**config.mk**
```make
export PLATFORM = sky130hd
export DESIGN_NAME = step_sequencer_with_key_debounce_top_flat
export DESIGN_NICKNAME = d
export VERILOG_FILES = /design/src/sqd_pkg.sv /design/src/sqd_if.sv /design/src/sqd_input_stage.sv /design/src/sqd_core.sv /design/src/sqd_output_stage.sv /design/src/step_sequencer_with_key_debounce_top.sv /design/src/flat_wrapper.sv
export SDC_FILE = /design/constraint.sdc
export NUM_CORES = 2
export LEC_CHECK = 0
export ABC_AREA = 1
export BUFFER_PORTS_ARGS = -buffer_cell sky130_fd_sc_hd__buf_2
export CAP_MARGIN = 10
export CORE_MARGIN = 1.5
export CORE_UTILIZATION = 44
export CTS_BUF_LIST = sky130_fd_sc_hd__clkbuf_8 sky130_fd_sc_hd__clkbuf_16
export CTS_CLUSTER_SIZE = 12
export DETAILED_ROUTE_END_ITERATION = 8
export PLACE_DENSITY = 0.7
export SLEW_MARGIN = 40
export SYNTH_ARGS = -nofsm -noshare
export SYNTH_HDL_FRONTEND = slang
export SYNTH_SLANG_ARGS = --single-unit
```
**constraint.sdc**
```tcl
create_clock -name clock -period 5.4 [get_ports clock]
set_input_delay 0.54 -clock clock [delete_from_list [all_inputs] [get_ports clock]]
set_output_delay 0.54 -clock clock [all_outputs]
set_load 0.1 [all_outputs]
```
**src/sqd_pkg.sv**
```systemverilog
// shared types, constants and the note to cv table for the step sequencer
package sqd_pkg;

   localparam int STEPS = 16;
   localparam int STEP_W = 4;
   localparam int KEY_W = 16;
   localparam int LEN_W = 16;
   localparam int CH_W = 3;
   localparam int NOTE_W = 7;
   localparam int NOTE_VALUES = 128;
   localparam int CV_W = 12;
   localparam int CV_MAX = 4095;
   localparam int NOTE_TOP = 119;
   localparam int COUNT_W = 8;
   localparam int CSR_DATA_W = 16;

   localparam int DEFAULT_CHANNELS = 8;
   localparam int DEFAULT_SETTLE_READS = 5;

   localparam logic [LEN_W-1:0] RESET_STEP_LENGTH = 16'd600;
   localparam logic [KEY_W-1:0] SCAN_IDLE = 16'hffff;

   typedef enum logic [1:0] {
      MODE_SCAN  = 2'd0,
      MODE_TICK  = 2'd1,
      MODE_WRITE = 2'd2
   } mode_type;

   typedef enum logic [1:0] {
      CSR_STEP_LENGTH  = 2'd0,
      CSR_RUN_ENABLE   = 2'd1,
      CSR_EDIT_CHANNEL = 2'd2
   } csr_index_type;

   typedef struct packed {
      mode_type mode;
      logic [KEY_W-1:0] scan_bits;
      logic [CH_W-1:0] wr_channel;
      logic [STEP_W-1:0] wr_step;
      logic [NOTE_W-1:0] wr_note;
      logic wr_enabled;
   } req_item_type;

   typedef struct packed {
      logic advanced;
      logic [STEP_W-1:0] step_index;
      logic [CV_W-1:0] cv_first;
      logic [CV_W-1:0] cv_second;
      logic gate_first;
      logic gate_second;
      logic gate_drum;
      logic [STEPS-1:0] led_mask;
      logic [KEY_W-1:0] keys_down;
   } rsp_item_type;

   typedef logic [CV_W-1:0] cv_table_type [NOTE_VALUES];

   // floor(note * 4095 / 119), saturated, evaluated at elaboration
   function automatic cv_table_type build_cv_table();
      cv_table_type tbl;
      int v;
      for (int n = 0; n < NOTE_VALUES; n++) begin
         v = (n * CV_MAX) / NOTE_TOP;
         tbl[n] = (v > CV_MAX) ? CV_W'(CV_MAX) : CV_W'(v);
      end
      return tbl;
   endfunction

   localparam cv_table_type CV_TABLE = build_cv_table();

endpackage

```
**src/sqd_if.sv**
```systemverilog
// channel interfaces for the step sequencer: request, response and csr write
interface sqd_req_if;
   logic valid;
   logic ready;
   logic [1:0] mode;
   logic [sqd_pkg::KEY_W-1:0] scan_bits;
   logic [sqd_pkg::CH_W-1:0] wr_channel;
   logic [sqd_pkg::STEP_W-1:0] wr_step;
   logic [sqd_pkg::NOTE_W-1:0] wr_note;
   logic wr_enabled;

   modport source (
      output valid, mode, scan_bits, wr_channel, wr_step, wr_note, wr_enabled,
      input ready
   );
   modport sink (
      input valid, mode, scan_bits, wr_channel, wr_step, wr_note, wr_enabled,
      output ready
   );
endinterface

interface sqd_rsp_if;
   logic valid;
   logic ready;
   logic advanced;
   logic [sqd_pkg::STEP_W-1:0] step_index;
   logic [sqd_pkg::CV_W-1:0] cv_first;
   logic [sqd_pkg::CV_W-1:0] cv_second;
   logic gate_first;
   logic gate_second;
   logic gate_drum;
   logic [sqd_pkg::STEPS-1:0] led_mask;
   logic [sqd_pkg::KEY_W-1:0] keys_down;

   modport source (
      output valid, advanced, step_index, cv_first, cv_second, gate_first,
         gate_second, gate_drum, led_mask, keys_down,
      input ready
   );
   modport sink (
      input valid, advanced, step_index, cv_first, cv_second, gate_first,
         gate_second, gate_drum, led_mask, keys_down,
      output ready
   );
endinterface

interface sqd_csr_if;
   logic valid;
   logic ready;
   logic [1:0] index;
   logic [sqd_pkg::CSR_DATA_W-1:0] data;

   modport source (output valid, index, data, input ready);
   modport sink (input valid, index, data, output ready);
endinterface

```
**src/sqd_input_stage.sv**
```systemverilog
// input register: holds one accepted request until the core takes it
module sqd_input_stage (
   input  logic clock,
   input  logic reset,
   sqd_req_if.sink req_chan,
   input  logic take,
   output logic item_valid,
   output sqd_pkg::req_item_type item
);

   logic valid_ff, valid_in;
   sqd_pkg::req_item_type item_ff, item_in;
   logic accept;

   assign req_chan.ready = !valid_ff || take;
   assign accept = req_chan.valid && req_chan.ready;

   always_comb begin
      valid_in = accept ? 1'b1 : (take ? 1'b0 : valid_ff);
      item_in = item_ff;
      if (accept) begin
         item_in.mode = sqd_pkg::mode_type'(req_chan.mode);
         item_in.scan_bits = req_chan.scan_bits;
         item_in.wr_channel = req_chan.wr_channel;
         item_in.wr_step = req_chan.wr_step;
         item_in.wr_note = req_chan.wr_note;
         item_in.wr_enabled = req_chan.wr_enabled;
      end
   end

   always_ff @(posedge clock) begin
      if (reset) begin
         valid_ff <= 1'b0;
      end else begin
         valid_ff <= valid_in;
      end
      item_ff <= item_in;
   end

   assign item_valid = valid_ff;
   assign item = item_ff;

endmodule

```
**src/sqd_core.sv**
```systemverilog
// sequencer state, config registers and the single-pass update logic
module sqd_core #(
   parameter int CHANNELS = sqd_pkg::DEFAULT_CHANNELS,
   parameter int SETTLE_READS = sqd_pkg::DEFAULT_SETTLE_READS
) (
   input  logic clock,
   input  logic reset,
   sqd_csr_if.sink csr_chan,
   input  logic item_valid,
   input  sqd_pkg::req_item_type item,
   input  logic out_free,
   output logic take,
   output sqd_pkg::rsp_item_type result
);

   localparam int ROW_W = (CHANNELS > 1) ? $clog2(CHANNELS) : 1;
   localparam logic [sqd_pkg::COUNT_W-1:0] SETTLE_COUNT = sqd_pkg::COUNT_W'(SETTLE_READS);

   // config
   logic [sqd_pkg::LEN_W-1:0] step_length_ff;
   logic run_enable_ff;
   logic [sqd_pkg::CH_W-1:0] edit_channel_ff;

   // state
   logic [sqd_pkg::STEPS-1:0] rows_ff [CHANNELS];
   logic [sqd_pkg::STEPS-1:0] rows_in [CHANNELS];
   // only channels 0 and 1 notes reach an output
   logic [sqd_pkg::NOTE_W-1:0] notes0_ff [sqd_pkg::STEPS];
   logic [sqd_pkg::NOTE_W-1:0] notes0_in [sqd_pkg::STEPS];
   logic [sqd_pkg::NOTE_W-1:0] notes1_ff [sqd_pkg::STEPS];
   logic [sqd_pkg::NOTE_W-1:0] notes1_in [sqd_pkg::STEPS];
   logic [sqd_pkg::STEP_W-1:0] step_ff, step_in;
   logic [sqd_pkg::LEN_W-1:0] elapsed_ff, elapsed_in;
   logic [sqd_pkg::KEY_W-1:0] last_scan_ff, last_scan_in;
   logic [sqd_pkg::COUNT_W-1:0] count_ff, count_in;
   logic [sqd_pkg::KEY_W-1:0] settled_ff, settled_in;

   logic edit_ok, wr_ok, advanced;
   logic [ROW_W-1:0] edit_sel, wr_sel;
   logic [sqd_pkg::STEPS-1:0] edit_row;

   assign take = item_valid && out_free;
   assign csr_chan.ready = 1'b1;

   assign edit_ok = (32'(edit_channel_ff) < CHANNELS);
   assign wr_ok = (32'(item.wr_channel) < CHANNELS);
   assign edit_sel = ROW_W'(32'(edit_channel_ff));
   assign wr_sel = ROW_W'(32'(item.wr_channel));

   always_comb begin
      rows_in = rows_ff;
      notes0_in = notes0_ff;
      notes1_in = notes1_ff;
      step_in = step_ff;
      elapsed_in = elapsed_ff;
      last_scan_in = last_scan_ff;
      count_in = count_ff;
      settled_in = settled_ff;
      advanced = 1'b0;
      if (take) begin
         case (item.mode)
            sqd_pkg::MODE_SCAN: begin
               if (item.scan_bits == last_scan_ff) begin
                  count_in = count_ff + 1'b1;
                  if (count_in == SETTLE_COUNT) begin
                     if (edit_ok) begin
                        rows_in[edit_sel] = rows_ff[edit_sel] ^ (settled_ff & item.scan_bits);
                     end
                     settled_in = ~item.scan_bits;
                  end
               end else begin
                  last_scan_in = item.scan_bits;
                  count_in = '0;
               end
            end
            sqd_pkg::MODE_TICK: begin
               elapsed_in = elapsed_ff + 1'b1;
            end
            sqd_pkg::MODE_WRITE: begin
               if (wr_ok) begin
                  rows_in[wr_sel][item.wr_step] = item.wr_enabled;
                  if (item.wr_channel == sqd_pkg::CH_W'(0)) begin
                     notes0_in[item.wr_step] = item.wr_note;
                  end
                  if (item.wr_channel == sqd_pkg::CH_W'(1)) begin
                     notes1_in[item.wr_step] = item.wr_note;
                  end
               end
            end
            default: begin
            end
         endcase
         if (run_enable_ff && (elapsed_in > step_length_ff)) begin
            step_in = step_ff + 1'b1;
            elapsed_in = elapsed_in - step_length_ff;
            advanced = 1'b1;
         end
      end
   end

   always_comb begin
      edit_row = edit_ok ? rows_in[edit_sel] : '0;
      result.advanced = advanced;
      result.step_index = step_in;
      result.cv_first = sqd_pkg::CV_TABLE[notes0_in[step_in]];
      result.cv_second = sqd_pkg::CV_TABLE[notes1_in[step_in]];
      result.gate_first = rows_in[0][step_in];
      result.gate_second = rows_in[1][step_in];
      result.gate_drum = step_in[0];
      result.led_mask = edit_row ^ (sqd_pkg::STEPS'(1) << step_in);
      result.keys_down = settled_in;
   end

   always_ff @(posedge clock) begin
      if (reset) begin
         step_length_ff <= sqd_pkg::RESET_STEP_LENGTH;
         run_enable_ff <= 1'b1;
         edit_channel_ff <= '0;
         for (int c = 0; c < CHANNELS; c++) begin
            rows_ff[c] <= '0;
         end
         for (int s = 0; s < sqd_pkg::STEPS; s++) begin
            notes0_ff[s] <= '0;
            notes1_ff[s] <= '0;
         end
         step_ff <= '0;
         elapsed_ff <= '0;
         last_scan_ff <= sqd_pkg::SCAN_IDLE;
         count_ff <= '0;
         settled_ff <= '0;
      end else begin
         if (csr_chan.valid) begin
            case (sqd_pkg::csr_index_type'(csr_chan.index))
               sqd_pkg::CSR_STEP_LENGTH: step_length_ff <= csr_chan.data[sqd_pkg::LEN_W-1:0];
               sqd_pkg::CSR_RUN_ENABLE: run_enable_ff <= csr_chan.data[0];
               sqd_pkg::CSR_EDIT_CHANNEL: edit_channel_ff <= csr_chan.data[sqd_pkg::CH_W-1:0];
               default: begin
               end
            endcase
         end
         rows_ff <= rows_in;
         notes0_ff <= notes0_in;
         notes1_ff <= notes1_in;
         step_ff <= step_in;
         elapsed_ff <= elapsed_in;
         last_scan_ff <= last_scan_in;
         count_ff <= count_in;
         settled_ff <= settled_in;
      end
   end

endmodule

```
**src/sqd_output_stage.sv**
```systemverilog
// result register: holds one response until the sink takes it
module sqd_output_stage (
   input  logic clock,
   input  logic reset,
   input  logic load,
   input  sqd_pkg::rsp_item_type result,
   output logic out_free,
   sqd_rsp_if.source rsp_chan
);

   logic valid_ff, valid_in;
   sqd_pkg::rsp_item_type rsp_ff, rsp_in;

   assign out_free = !valid_ff || rsp_chan.ready;

   always_comb begin
      valid_in = load ? 1'b1 : (rsp_chan.ready ? 1'b0 : valid_ff);
      rsp_in = load ? result : rsp_ff;
   end

   always_ff @(posedge clock) begin
      if (reset) begin
         valid_ff <= 1'b0;
      end else begin
         valid_ff <= valid_in;
      end
      rsp_ff <= rsp_in;
   end

   assign rsp_chan.valid = valid_ff;
   assign rsp_chan.advanced = rsp_ff.advanced;
   assign rsp_chan.step_index = rsp_ff.step_index;
   assign rsp_chan.cv_first = rsp_ff.cv_first;
   assign rsp_chan.cv_second = rsp_ff.cv_second;
   assign rsp_chan.gate_first = rsp_ff.gate_first;
   assign rsp_chan.gate_second = rsp_ff.gate_second;
   assign rsp_chan.gate_drum = rsp_ff.gate_drum;
   assign rsp_chan.led_mask = rsp_ff.led_mask;
   assign rsp_chan.keys_down = rsp_ff.keys_down;

endmodule

```
**src/step_sequencer_with_key_debounce_top.sv**
```systemverilog
// step sequencer top level: input register, update logic, result register
//
// Takes one request per clock and returns exactly one response for each; a request passes
// through the input register and then the result register on its way to a response.
// The state update for a request and its response are formed in the same cycle by
// short logic between those two registers, so back-to-back requests run at one per
// clock; the rate drops only while the response sink holds ready low. A key scan is
// settled after it repeats until its count reaches SETTLE_READS, and a settled release
// toggles that step in the edited channel. Config writes are taken every cycle and
// should only be issued while no request is in flight.
module step_sequencer_with_key_debounce_top #(
   parameter int CHANNELS = sqd_pkg::DEFAULT_CHANNELS,
   parameter int SETTLE_READS = sqd_pkg::DEFAULT_SETTLE_READS
) (
   input  logic clock,
   input  logic reset,
   sqd_req_if.sink req_chan,
   sqd_rsp_if.source rsp_chan,
   sqd_csr_if.sink csr_chan
);

   logic item_valid, take, out_free;
   sqd_pkg::req_item_type item;
   sqd_pkg::rsp_item_type result;

   sqd_input_stage u_input (
      .clock(clock),
      .reset(reset),
      .req_chan(req_chan),
      .take(take),
      .item_valid(item_valid),
      .item(item)
   );

   sqd_core #(
      .CHANNELS(CHANNELS),
      .SETTLE_READS(SETTLE_READS)
   ) u_core (
      .clock(clock),
      .reset(reset),
      .csr_chan(csr_chan),
      .item_valid(item_valid),
      .item(item),
      .out_free(out_free),
      .take(take),
      .result(result)
   );

   sqd_output_stage u_output (
      .clock(clock),
      .reset(reset),
      .load(take),
      .result(result),
      .out_free(out_free),
      .rsp_chan(rsp_chan)
   );

   // no response right after reset
   a_reset_empty: assert property (@(posedge clock) $past(reset) |-> !rsp_chan.valid)
      else $error("response valid right after reset");

   // requests stall only behind a stalled response
   a_stall_source: assert property (@(posedge clock) disable iff (reset)
      !req_chan.ready |-> (rsp_chan.valid && !rsp_chan.ready))
      else $error("request stalled without a response stall");

   // drum gate tracks step parity
   a_drum_parity: assert property (@(posedge clock) disable iff (reset)
      rsp_chan.valid |-> (rsp_chan.gate_drum == rsp_chan.step_index[0]))
      else $error("drum gate does not match step parity");

   // a transfer into the result register always follows a held item
   a_take_needs_item: assert property (@(posedge clock) disable iff (reset)
      take |=> rsp_chan.valid)
      else $error("result register empty after a transfer");

endmodule

```
**src/flat_wrapper.sv**
```systemverilog
// flat-port wrapper written by rule: the top's interface ports become plain ports
module step_sequencer_with_key_debounce_top_flat 
#(
   parameter int CHANNELS = sqd_pkg::DEFAULT_CHANNELS,
   parameter int SETTLE_READS = sqd_pkg::DEFAULT_SETTLE_READS
)
  (clock, reset, req_chan_valid, req_chan_mode, req_chan_scan_bits, req_chan_wr_channel, req_chan_wr_step, req_chan_wr_note, req_chan_wr_enabled, req_chan_ready, rsp_chan_valid, rsp_chan_advanced, rsp_chan_step_index, rsp_chan_cv_first, rsp_chan_cv_second, rsp_chan_gate_first, rsp_chan_gate_second, rsp_chan_gate_drum, rsp_chan_led_mask, rsp_chan_keys_down, rsp_chan_ready, csr_chan_valid, csr_chan_index, csr_chan_data, csr_chan_ready);
  sqd_req_if req_chan_i ();
  sqd_rsp_if rsp_chan_i ();
  sqd_csr_if csr_chan_i ();
  input  logic clock;
  input  logic reset;
  input wire logic [$bits(req_chan_i.valid)-1:0] req_chan_valid;
  input wire logic [$bits(req_chan_i.mode)-1:0] req_chan_mode;
  input wire logic [$bits(req_chan_i.scan_bits)-1:0] req_chan_scan_bits;
  input wire logic [$bits(req_chan_i.wr_channel)-1:0] req_chan_wr_channel;
  input wire logic [$bits(req_chan_i.wr_step)-1:0] req_chan_wr_step;
  input wire logic [$bits(req_chan_i.wr_note)-1:0] req_chan_wr_note;
  input wire logic [$bits(req_chan_i.wr_enabled)-1:0] req_chan_wr_enabled;
  output wire logic [$bits(req_chan_i.ready)-1:0] req_chan_ready;
  output wire logic [$bits(rsp_chan_i.valid)-1:0] rsp_chan_valid;
  output wire logic [$bits(rsp_chan_i.advanced)-1:0] rsp_chan_advanced;
  output wire logic [$bits(rsp_chan_i.step_index)-1:0] rsp_chan_step_index;
  output wire logic [$bits(rsp_chan_i.cv_first)-1:0] rsp_chan_cv_first;
  output wire logic [$bits(rsp_chan_i.cv_second)-1:0] rsp_chan_cv_second;
  output wire logic [$bits(rsp_chan_i.gate_first)-1:0] rsp_chan_gate_first;
  output wire logic [$bits(rsp_chan_i.gate_second)-1:0] rsp_chan_gate_second;
  output wire logic [$bits(rsp_chan_i.gate_drum)-1:0] rsp_chan_gate_drum;
  output wire logic [$bits(rsp_chan_i.led_mask)-1:0] rsp_chan_led_mask;
  output wire logic [$bits(rsp_chan_i.keys_down)-1:0] rsp_chan_keys_down;
  input wire logic [$bits(rsp_chan_i.ready)-1:0] rsp_chan_ready;
  input wire logic [$bits(csr_chan_i.valid)-1:0] csr_chan_valid;
  input wire logic [$bits(csr_chan_i.index)-1:0] csr_chan_index;
  input wire logic [$bits(csr_chan_i.data)-1:0] csr_chan_data;
  output wire logic [$bits(csr_chan_i.ready)-1:0] csr_chan_ready;
  assign req_chan_i.valid = req_chan_valid;
  assign req_chan_i.mode = req_chan_mode;
  assign req_chan_i.scan_bits = req_chan_scan_bits;
  assign req_chan_i.wr_channel = req_chan_wr_channel;
  assign req_chan_i.wr_step = req_chan_wr_step;
  assign req_chan_i.wr_note = req_chan_wr_note;
  assign req_chan_i.wr_enabled = req_chan_wr_enabled;
  assign req_chan_ready = req_chan_i.ready;
  assign rsp_chan_valid = rsp_chan_i.valid;
  assign rsp_chan_advanced = rsp_chan_i.advanced;
  assign rsp_chan_step_index = rsp_chan_i.step_index;
  assign rsp_chan_cv_first = rsp_chan_i.cv_first;
  assign rsp_chan_cv_second = rsp_chan_i.cv_second;
  assign rsp_chan_gate_first = rsp_chan_i.gate_first;
  assign rsp_chan_gate_second = rsp_chan_i.gate_second;
  assign rsp_chan_gate_drum = rsp_chan_i.gate_drum;
  assign rsp_chan_led_mask = rsp_chan_i.led_mask;
  assign rsp_chan_keys_down = rsp_chan_i.keys_down;
  assign rsp_chan_i.ready = rsp_chan_ready;
  assign csr_chan_i.valid = csr_chan_valid;
  assign csr_chan_i.index = csr_chan_index;
  assign csr_chan_i.data = csr_chan_data;
  assign csr_chan_ready = csr_chan_i.ready;
  step_sequencer_with_key_debounce_top #(.CHANNELS(CHANNELS), .SETTLE_READS(SETTLE_READS)) u_core (.clock(clock), .reset(reset), .req_chan(req_chan_i), .rsp_chan(rsp_chan_i), .csr_chan(csr_chan_i));
endmodule
```
Word level (Yosys, flattened, before mapping)
Memories as Yosys holds them, arrays and structs flattened. A register that Yosys moved wholly into a read port is not among the register bits.
Cells that the tools add are included.
- register bits after elaboration: 507
- output and inout bits: 67
- memories kept: 2
- input port bits: 56
- memory bits (read-only): 3072
- memories (name ; depth ; bits a word ; rd ports ; clocked after memory_dff ; write ports ; line ; text):
    (name not given) ; 128 ; 12 ; 1 ; 1 ; 0 ; sqd_core.sv:106 ; result.cv_second = sqd_pkg::CV_TABLE[notes1_in[step_in]];
    (name not given) ; 128 ; 12 ; 1 ; 1 ; 0 ; sqd_core.sv:105 ; result.cv_first = sqd_pkg::CV_TABLE[notes0_in[step_in]];
- bitwise logic cells: 11
- add/sub/neg operators: 4
- eq/ne operators: 7
- reductions and logical operators: 21
- mux-type cells: 53
- shift-type cells: 1
- magnitude comparators: 11
- operators with widths (cell ; count):
    112-bit 2-to-1 mux ; 6
    128-bit 2-to-1 mux ; 3
    128-bit bitwise mux ; 2
    128-bit case mux with 2 select lines ; 1
    112-bit bitwise mux ; 2
    16-bit 2-to-1 mux ; 13
    16-bit binary-select mux with 3-bit select ; 2
    16-bit demux with 3-bit select ; 2
    7-bit binary-select mux with 4-bit select ; 2
    7-bit 2-to-1 mux ; 5
    16-bit bitwise XOR ; 2
    7-bit demux with 4-bit select ; 1
    16-bit by 1-bit adder with 16-bit output (second input constant) ; 1
    16-bit AND ; 1
    16-bit == test ; 1
    16-bit greater-than comparator ; 1
    16-bit NOT ; 1
    7-bit NOT with 8-bit output ; 2
    1-bit by 4-bit left shift with 16-bit output (first input constant) ; 1
    16-bit subtractor ; 1
    5-bit greater-or-equal comparator (second input constant) ; 2
    4-bit by 5-bit < comparator with 1-bit output (second input constant) ; 2
    4-bit NOT with 5-bit output ; 2
    8-bit by 1-bit adder with 8-bit output (second input constant) ; 1
    other kinds (24) ; 51

Logic depth before layout (Yosys ltp)
- depth after elaboration: 14
- mapped depth: 42
- gate-level depth less buffers: 40

Hierarchy
A second synthesis with hierarchy kept.
- cells, all modules: 5429
- area, all modules: 34406.7 um2
- modules (own cells, without submodules) (module ; sequential area each (um2) ; area each (um2) ; cells each ; times used):
    sqd_core ; 8648.3 ; 31403.9 ; 5321 ; 1
    sqd_output_stage ; 1941.9 ; 1964.4 ; 69 ; 1
    sqd_input_stage ; 1011.0 ; 1038.5 ; 39 ; 1

Least setup slack after synthesis
Ideal clock, no wire load.
- path type: flip-flop to flip-flop
- start: register u_core.u_input.item_ff (netlist bit u_core.u_input.item[31])
- end: register u_core.u_output.rsp_chan.cv_second[5] (netlist name)
- cell stages (with the launch flop): 37
- path slack: -81 ps
- required time: 5147 ps
- path buffers: 4
- data arrival time: 5228 ps
- path through: edfxtp_1 > inv_1 > nor2_1 > nand2_1 > nor3_1 > nand3_1 > inv_1 > nand3_1 > nor2_1 > nand3_1 > xnor2_1 > ha_1 > nand2_1 > nor2_1 > nand2_1 > o21a_1 > nand3_2 > buf_6 > nand2_1 > o21ai_2 > inv_2 > buf_2 > buf_2 > nand2_1 > nand2_1 > nand2_1 > nand2_1 > o21ai_0 > ha_1 > clkbuf_1 > inv_1 > a21oi_1 > inv_1 > a21oi_1 > nand2_1 > nand3_1 > nand2_1
- word-level cells in the longest chain between the ends: 12
- elaborated cells on any way between the ends: 15
- those cells by class: order compare: 1; eq/ne: 2; mux: 9; bitwise: 2; reduce/logical: 1
- RTL lines (item ; line ; text):
    start: declaration ; sqd_input_stage.sv:12 ; sqd_pkg::req_item_type item_ff, item_in;
    start signal: assignment ; sqd_input_stage.sv:37 ; item_ff <= item_in;
    2-bit by 1-bit == test with 1-bit output ; sqd_core.sv:61 ; case (item.mode)
    16-bit 2-to-1 mux ; sqd_core.sv:61 ;
    16-bit 2-to-1 mux ; sqd_core.sv:60 ; if (take) begin
    16-bit greater-than comparator ; sqd_core.sv:93 ; if (run_enable_ff && (elapsed_in > step_length_ff)) begin
    1-bit logical AND ; sqd_core.sv:93 ;
    4-bit 2-to-1 mux ; sqd_core.sv:93 ;
    4-bit 2-to-1 mux ; sqd_core.sv:60 ;
    4-bit NOT with 5-bit output (implied by the code) ; sqd_core.sv:106 ;
    7-bit binary-select mux with 4-bit select * ; sqd_core.sv:106 ;
    7-bit 2-to-1 mux (implied by the code) * (2 in series) ; sqd_core.sv:106 ;
    7-bit NOT with 8-bit output (implied by the code) * ; sqd_core.sv:106 ;
Every way passes the cells marked *; elsewhere a longest branch is shown, timed or not. The select of a mux whose other input is x is not followed.
A chain may end at the register's enable or synchronous reset.

Worst setup path after layout
- start: register u_core.u_core.elapsed_ff[0] (netlist bit)
- end: register u_core.u_output.rsp_chan.cv_second[5] (netlist name)
- word-level cells in the longest chain between the ends: 12
- RTL lines (item ; line ; text):
    start: declaration ; sqd_core.sv:33 ; logic [sqd_pkg::LEN_W-1:0] elapsed_ff, elapsed_in;
    start signal: assignment ; sqd_core.sv:145 ; elapsed_ff <= elapsed_in;
    16-bit by 1-bit adder with 16-bit output ; sqd_core.sv:77 ; elapsed_in = elapsed_ff + 1'b1;
    16-bit 2-to-1 mux * ; sqd_core.sv:61 ;
    16-bit 2-to-1 mux * ; sqd_core.sv:60 ;
    16-bit greater-than comparator * ; sqd_core.sv:93 ;
    1-bit logical AND * ; sqd_core.sv:93 ;
    4-bit 2-to-1 mux * ; sqd_core.sv:93 ;
    4-bit 2-to-1 mux * ; sqd_core.sv:60 ;
    4-bit NOT with 5-bit output (implied by the code) * ; sqd_core.sv:106 ;
    7-bit binary-select mux with 4-bit select * ; sqd_core.sv:106 ;
    7-bit 2-to-1 mux (implied by the code) * (2 in series) ; sqd_core.sv:106 ;
    7-bit NOT with 8-bit output (implied by the code) * ; sqd_core.sv:106 ;
Marked as above.

==> impl_metrics.ini <==
[status]
status = finished, final reports clean

[drt]
vias_per_cell = 5.69
vias = 37102
wire_per_inst_um = 19.3
firstDrtPassIters = 7
drt_iter0_markers = 4881
routed_wl_um = 126000
drc_errors = 0
drt.antenna.violating_nets = 0

[floorplan]
die_h_um = 282
die-area_sq_um = 79500
coreArea_sq_um = 77200
num_rows = 102
die_w_um = 282
io-pin-count = 123
initial_core_util = 0.444

[sta]
max_freq_mhz = 195
postLayoutSetupSlackWorst_ns = 0.274
setup_violations = 0
fin_crit_sh = 0.949
whs_ns = 0.0892
maxSlewHeadroom = 0.445
skew_ns = 0.0320
drv_slew = 0
tightest_slew_ns = 0.833
tns_ns = 0
rsz0062_at_grt = yes
fin_crit_ns = 5.13
finalHoldViolCount = 0

[cts]
htree_levels = 3
ctsHoldBuffers = 0
cts.sink_count = 530
clockBufferDepth = 3
clkLatencyLatePin_ns = 0.63
cts_buffers = 66
clkSlewWorstSetupHoldPaths_ns = 0.06
cts-root-buf = clkbuf_16
cts_tree = yes

[logic_synthesis]
netlist_instances = 5374
synth_seq_cells = 530
syn_nets = 5481
avgSynthCellArea_sq_um = 6.37
yosysSeqAreaShare = 0.338
synth-edff-count = 96
synth_top_area_frac = 0.254
synth_area_sq_um = 34200
synth_area_leaders = dfxtp_1 (25%), nand2_1 (18%), edfxtp_1 (8.4%)
synthDistinctLibCells = 55
async_flop_share = 0
synth-main-ff-cell = dfxtp_1
synth_top_area_cell = dfxtp_1
synth_warnings = 0

[worst_setup_path]
start_kind = flip-flop
slowest_stage = dfxtp_2
path_class = reg2reg
crit_path_max_fanout = 18
crit_path_frequent_cell = nand2_1
reg2reg_depth = 36
r2r_start = u_core.u_core.elapsed_ff[0]
worstPathArrival_ns = 5.49
crit_path_end_kind = flip-flop
critPathMaxStageDelay_ns = 0.37
rrSetupSlack_ns = 0.27
r2r-end = u_core.u_output.rsp_chan.cv_second[5]
required_ns = 5.76

[final_layout]
stdcell_count = 6524
final_common_cell = nand2_1
final_cell_mix = nand2_1 (1595), nor2_1 (603), inv_1 (553)
final_layout_size_suffix_gt1_frac = 0.106
area_growth_pct = 13.9
fin_nets = 5537

[placement]
placedCellCount = 6371
port_buffers = 121
pre_cts_ws_ns = -0.0396
gp_congestion = 0.985
dp_hpwl_um = 83200

[min_path]
whs_endpoint = u_core.u_input.item[23]
hold_class = in2reg
worstHoldStart = req_chan_scan_bits[8]
min_delay_path_depth = 1

[global_route]
grt.total_usage = 0.307
grt_pass1_vias = 33893
overflow = 0
grt_antenna_before_repair = 2
grt_pass1_wl_um = 192000
grt_max_degree = 136

[power_and_ir_drop]
irDropWorstVdd_uv = 186
p_per_area_nw_per_um2 = 262
total_power_mw = 10.2
p_leak_nw = 17.9

[run]
cap_violations = 0
logic make-up after synthesis:
group | count (synthesis) | share of synthesized area
simple gates | 2760 | 0.329
buf+inv | 912 | 0.109
compound gates | 994 | 0.169
other cells | 1 | 0.000109
flops | 530 | 0.338
mux | 64 | 0.0187
xor+xnor | 62 | 0.0166
fa+ha+maj | 51 | 0.0189
worst max path at each step:
| stage | start | end | slack [ns] |
|---|---|---|---|
| finish | u_core.u_core.elapsed_ff[0] | u_core.u_output.rsp_chan.cv_second[5] | 0.27 |
| global placement | u_core.u_core.elapsed_ff[0] | u_core.u_output.rsp_chan.cv_second[2] | 0.04 |
| floorplan | u_core.u_input.item[31] | u_core.u_output.rsp_chan.cv_second[5] | 0.07 |
| detailed placement | u_core.u_core.elapsed_ff[0] | u_core.u_output.rsp_chan.cv_second[5] | -0.04 |
| global route | u_core.u_core.elapsed_ff[1] | u_core.u_output.rsp_chan.cv_second[7] | -0.09 |
| CTS | u_core.u_input.item[32] | u_core.u_output.rsp_chan.cv_second[5] | 0.01 |
per-layer routing:
layer  routed length [um]  share of wire  track usage  vias up
li1                     -              -            -    17583
met1                51800           0.41        0.410    16991
met2                54000           0.43        0.463     2112
met3                14000           0.11       0.0683      414
met4                 6340          0.050        0.159        2
met5                   13        0.00010            0        -
where the power goes:
part	total, mW	internal [mW]	switching, mW
clock	4.57	2.69	1.88
sequential	4.18	4.12	0.0683
combinational	1.45	0.392	1.06
total	10.2	7.20	3.01
sequential cells by signal, summed over array words and instances (netlist names), 16 cells and up:
register	cells
u_core.u_input.item	33
u_core.u_output.rsp_chan.led_mask	16
u_core.u_core.step_length_ff	16
u_core.u_core.notes0_ff	112
u_core.u_core.notes1_ff	112
u_core.u_core.rows_ff	128
u_core.u_core.settled_ff	16
u_core.u_core.elapsed_ff	16
u_core.u_output.rsp_chan.keys_down	16
u_core.u_core.last_scan_ff	16
cells in the mapped netlist (21+ instances only):
| cell | count |
|---|---|
| ha_1 | 50 |
| inv_2 | 21 |
| xnor2_1 | 29 |
| or2_2 | 33 |
| dfxtp_1 | 434 |
| nand3_1 | 400 |
| edfxtp_1 | 96 |
| o311ai_0 | 58 |
| buf_4 | 26 |
| nand2_1 | 1605 |
| mux2i_1 | 64 |
| xor2_1 | 31 |
| nor2_1 | 616 |
| clkbuf_1 | 190 |
| a21oi_1 | 204 |
| nand3b_1 | 26 |
| o21ai_0 | 410 |
| a221oi_1 | 23 |
| o211ai_1 | 97 |
| o22ai_1 | 54 |
| o21ai_1 | 66 |
| buf_2 | 86 |
| o31ai_1 | 24 |
| inv_1 | 548 |
area by class of cell:
type	instances	area [sq um]
fillers	7744	38200
multi-input cells	3932	19200
flip-flops and latches	530	11600
repair buffers	321	2510
inverters	579	2200
clock buffers	81	1890
well taps	1040	1300
clock inverters	40	342
diodes	1	2.50
critical path: cells and delay by family (launching register included):
family,cells,cell delay (ns)
AO/OA/AOI/OAI,2,0.26
XOR/XNOR,1,0.20
adder cells (fa/ha/maj),2,0.51
buffers and inverters,5,0.78
flip-flops,1,0.37
AND/OR/NAND/NOR,26,2.73
metrics by stage:
stage | utilization | area (sq um)
global route | 0.505 | 39000
CTS | 0.497 | 38400
detailed placement | 0.468 | 36100
global placement | 0.467 | 36000
floorplan | - | 34300
finish | 0.505 | 39000
repair_timing:
item                       in CTS  in global routing
pin swaps                       0                 12
gates resized for setup         2                 82
cloned                          0                  5
setup endpoints to repair       5                 28
buffers inserted                0                 25
(Power assumes the default switching activity.)
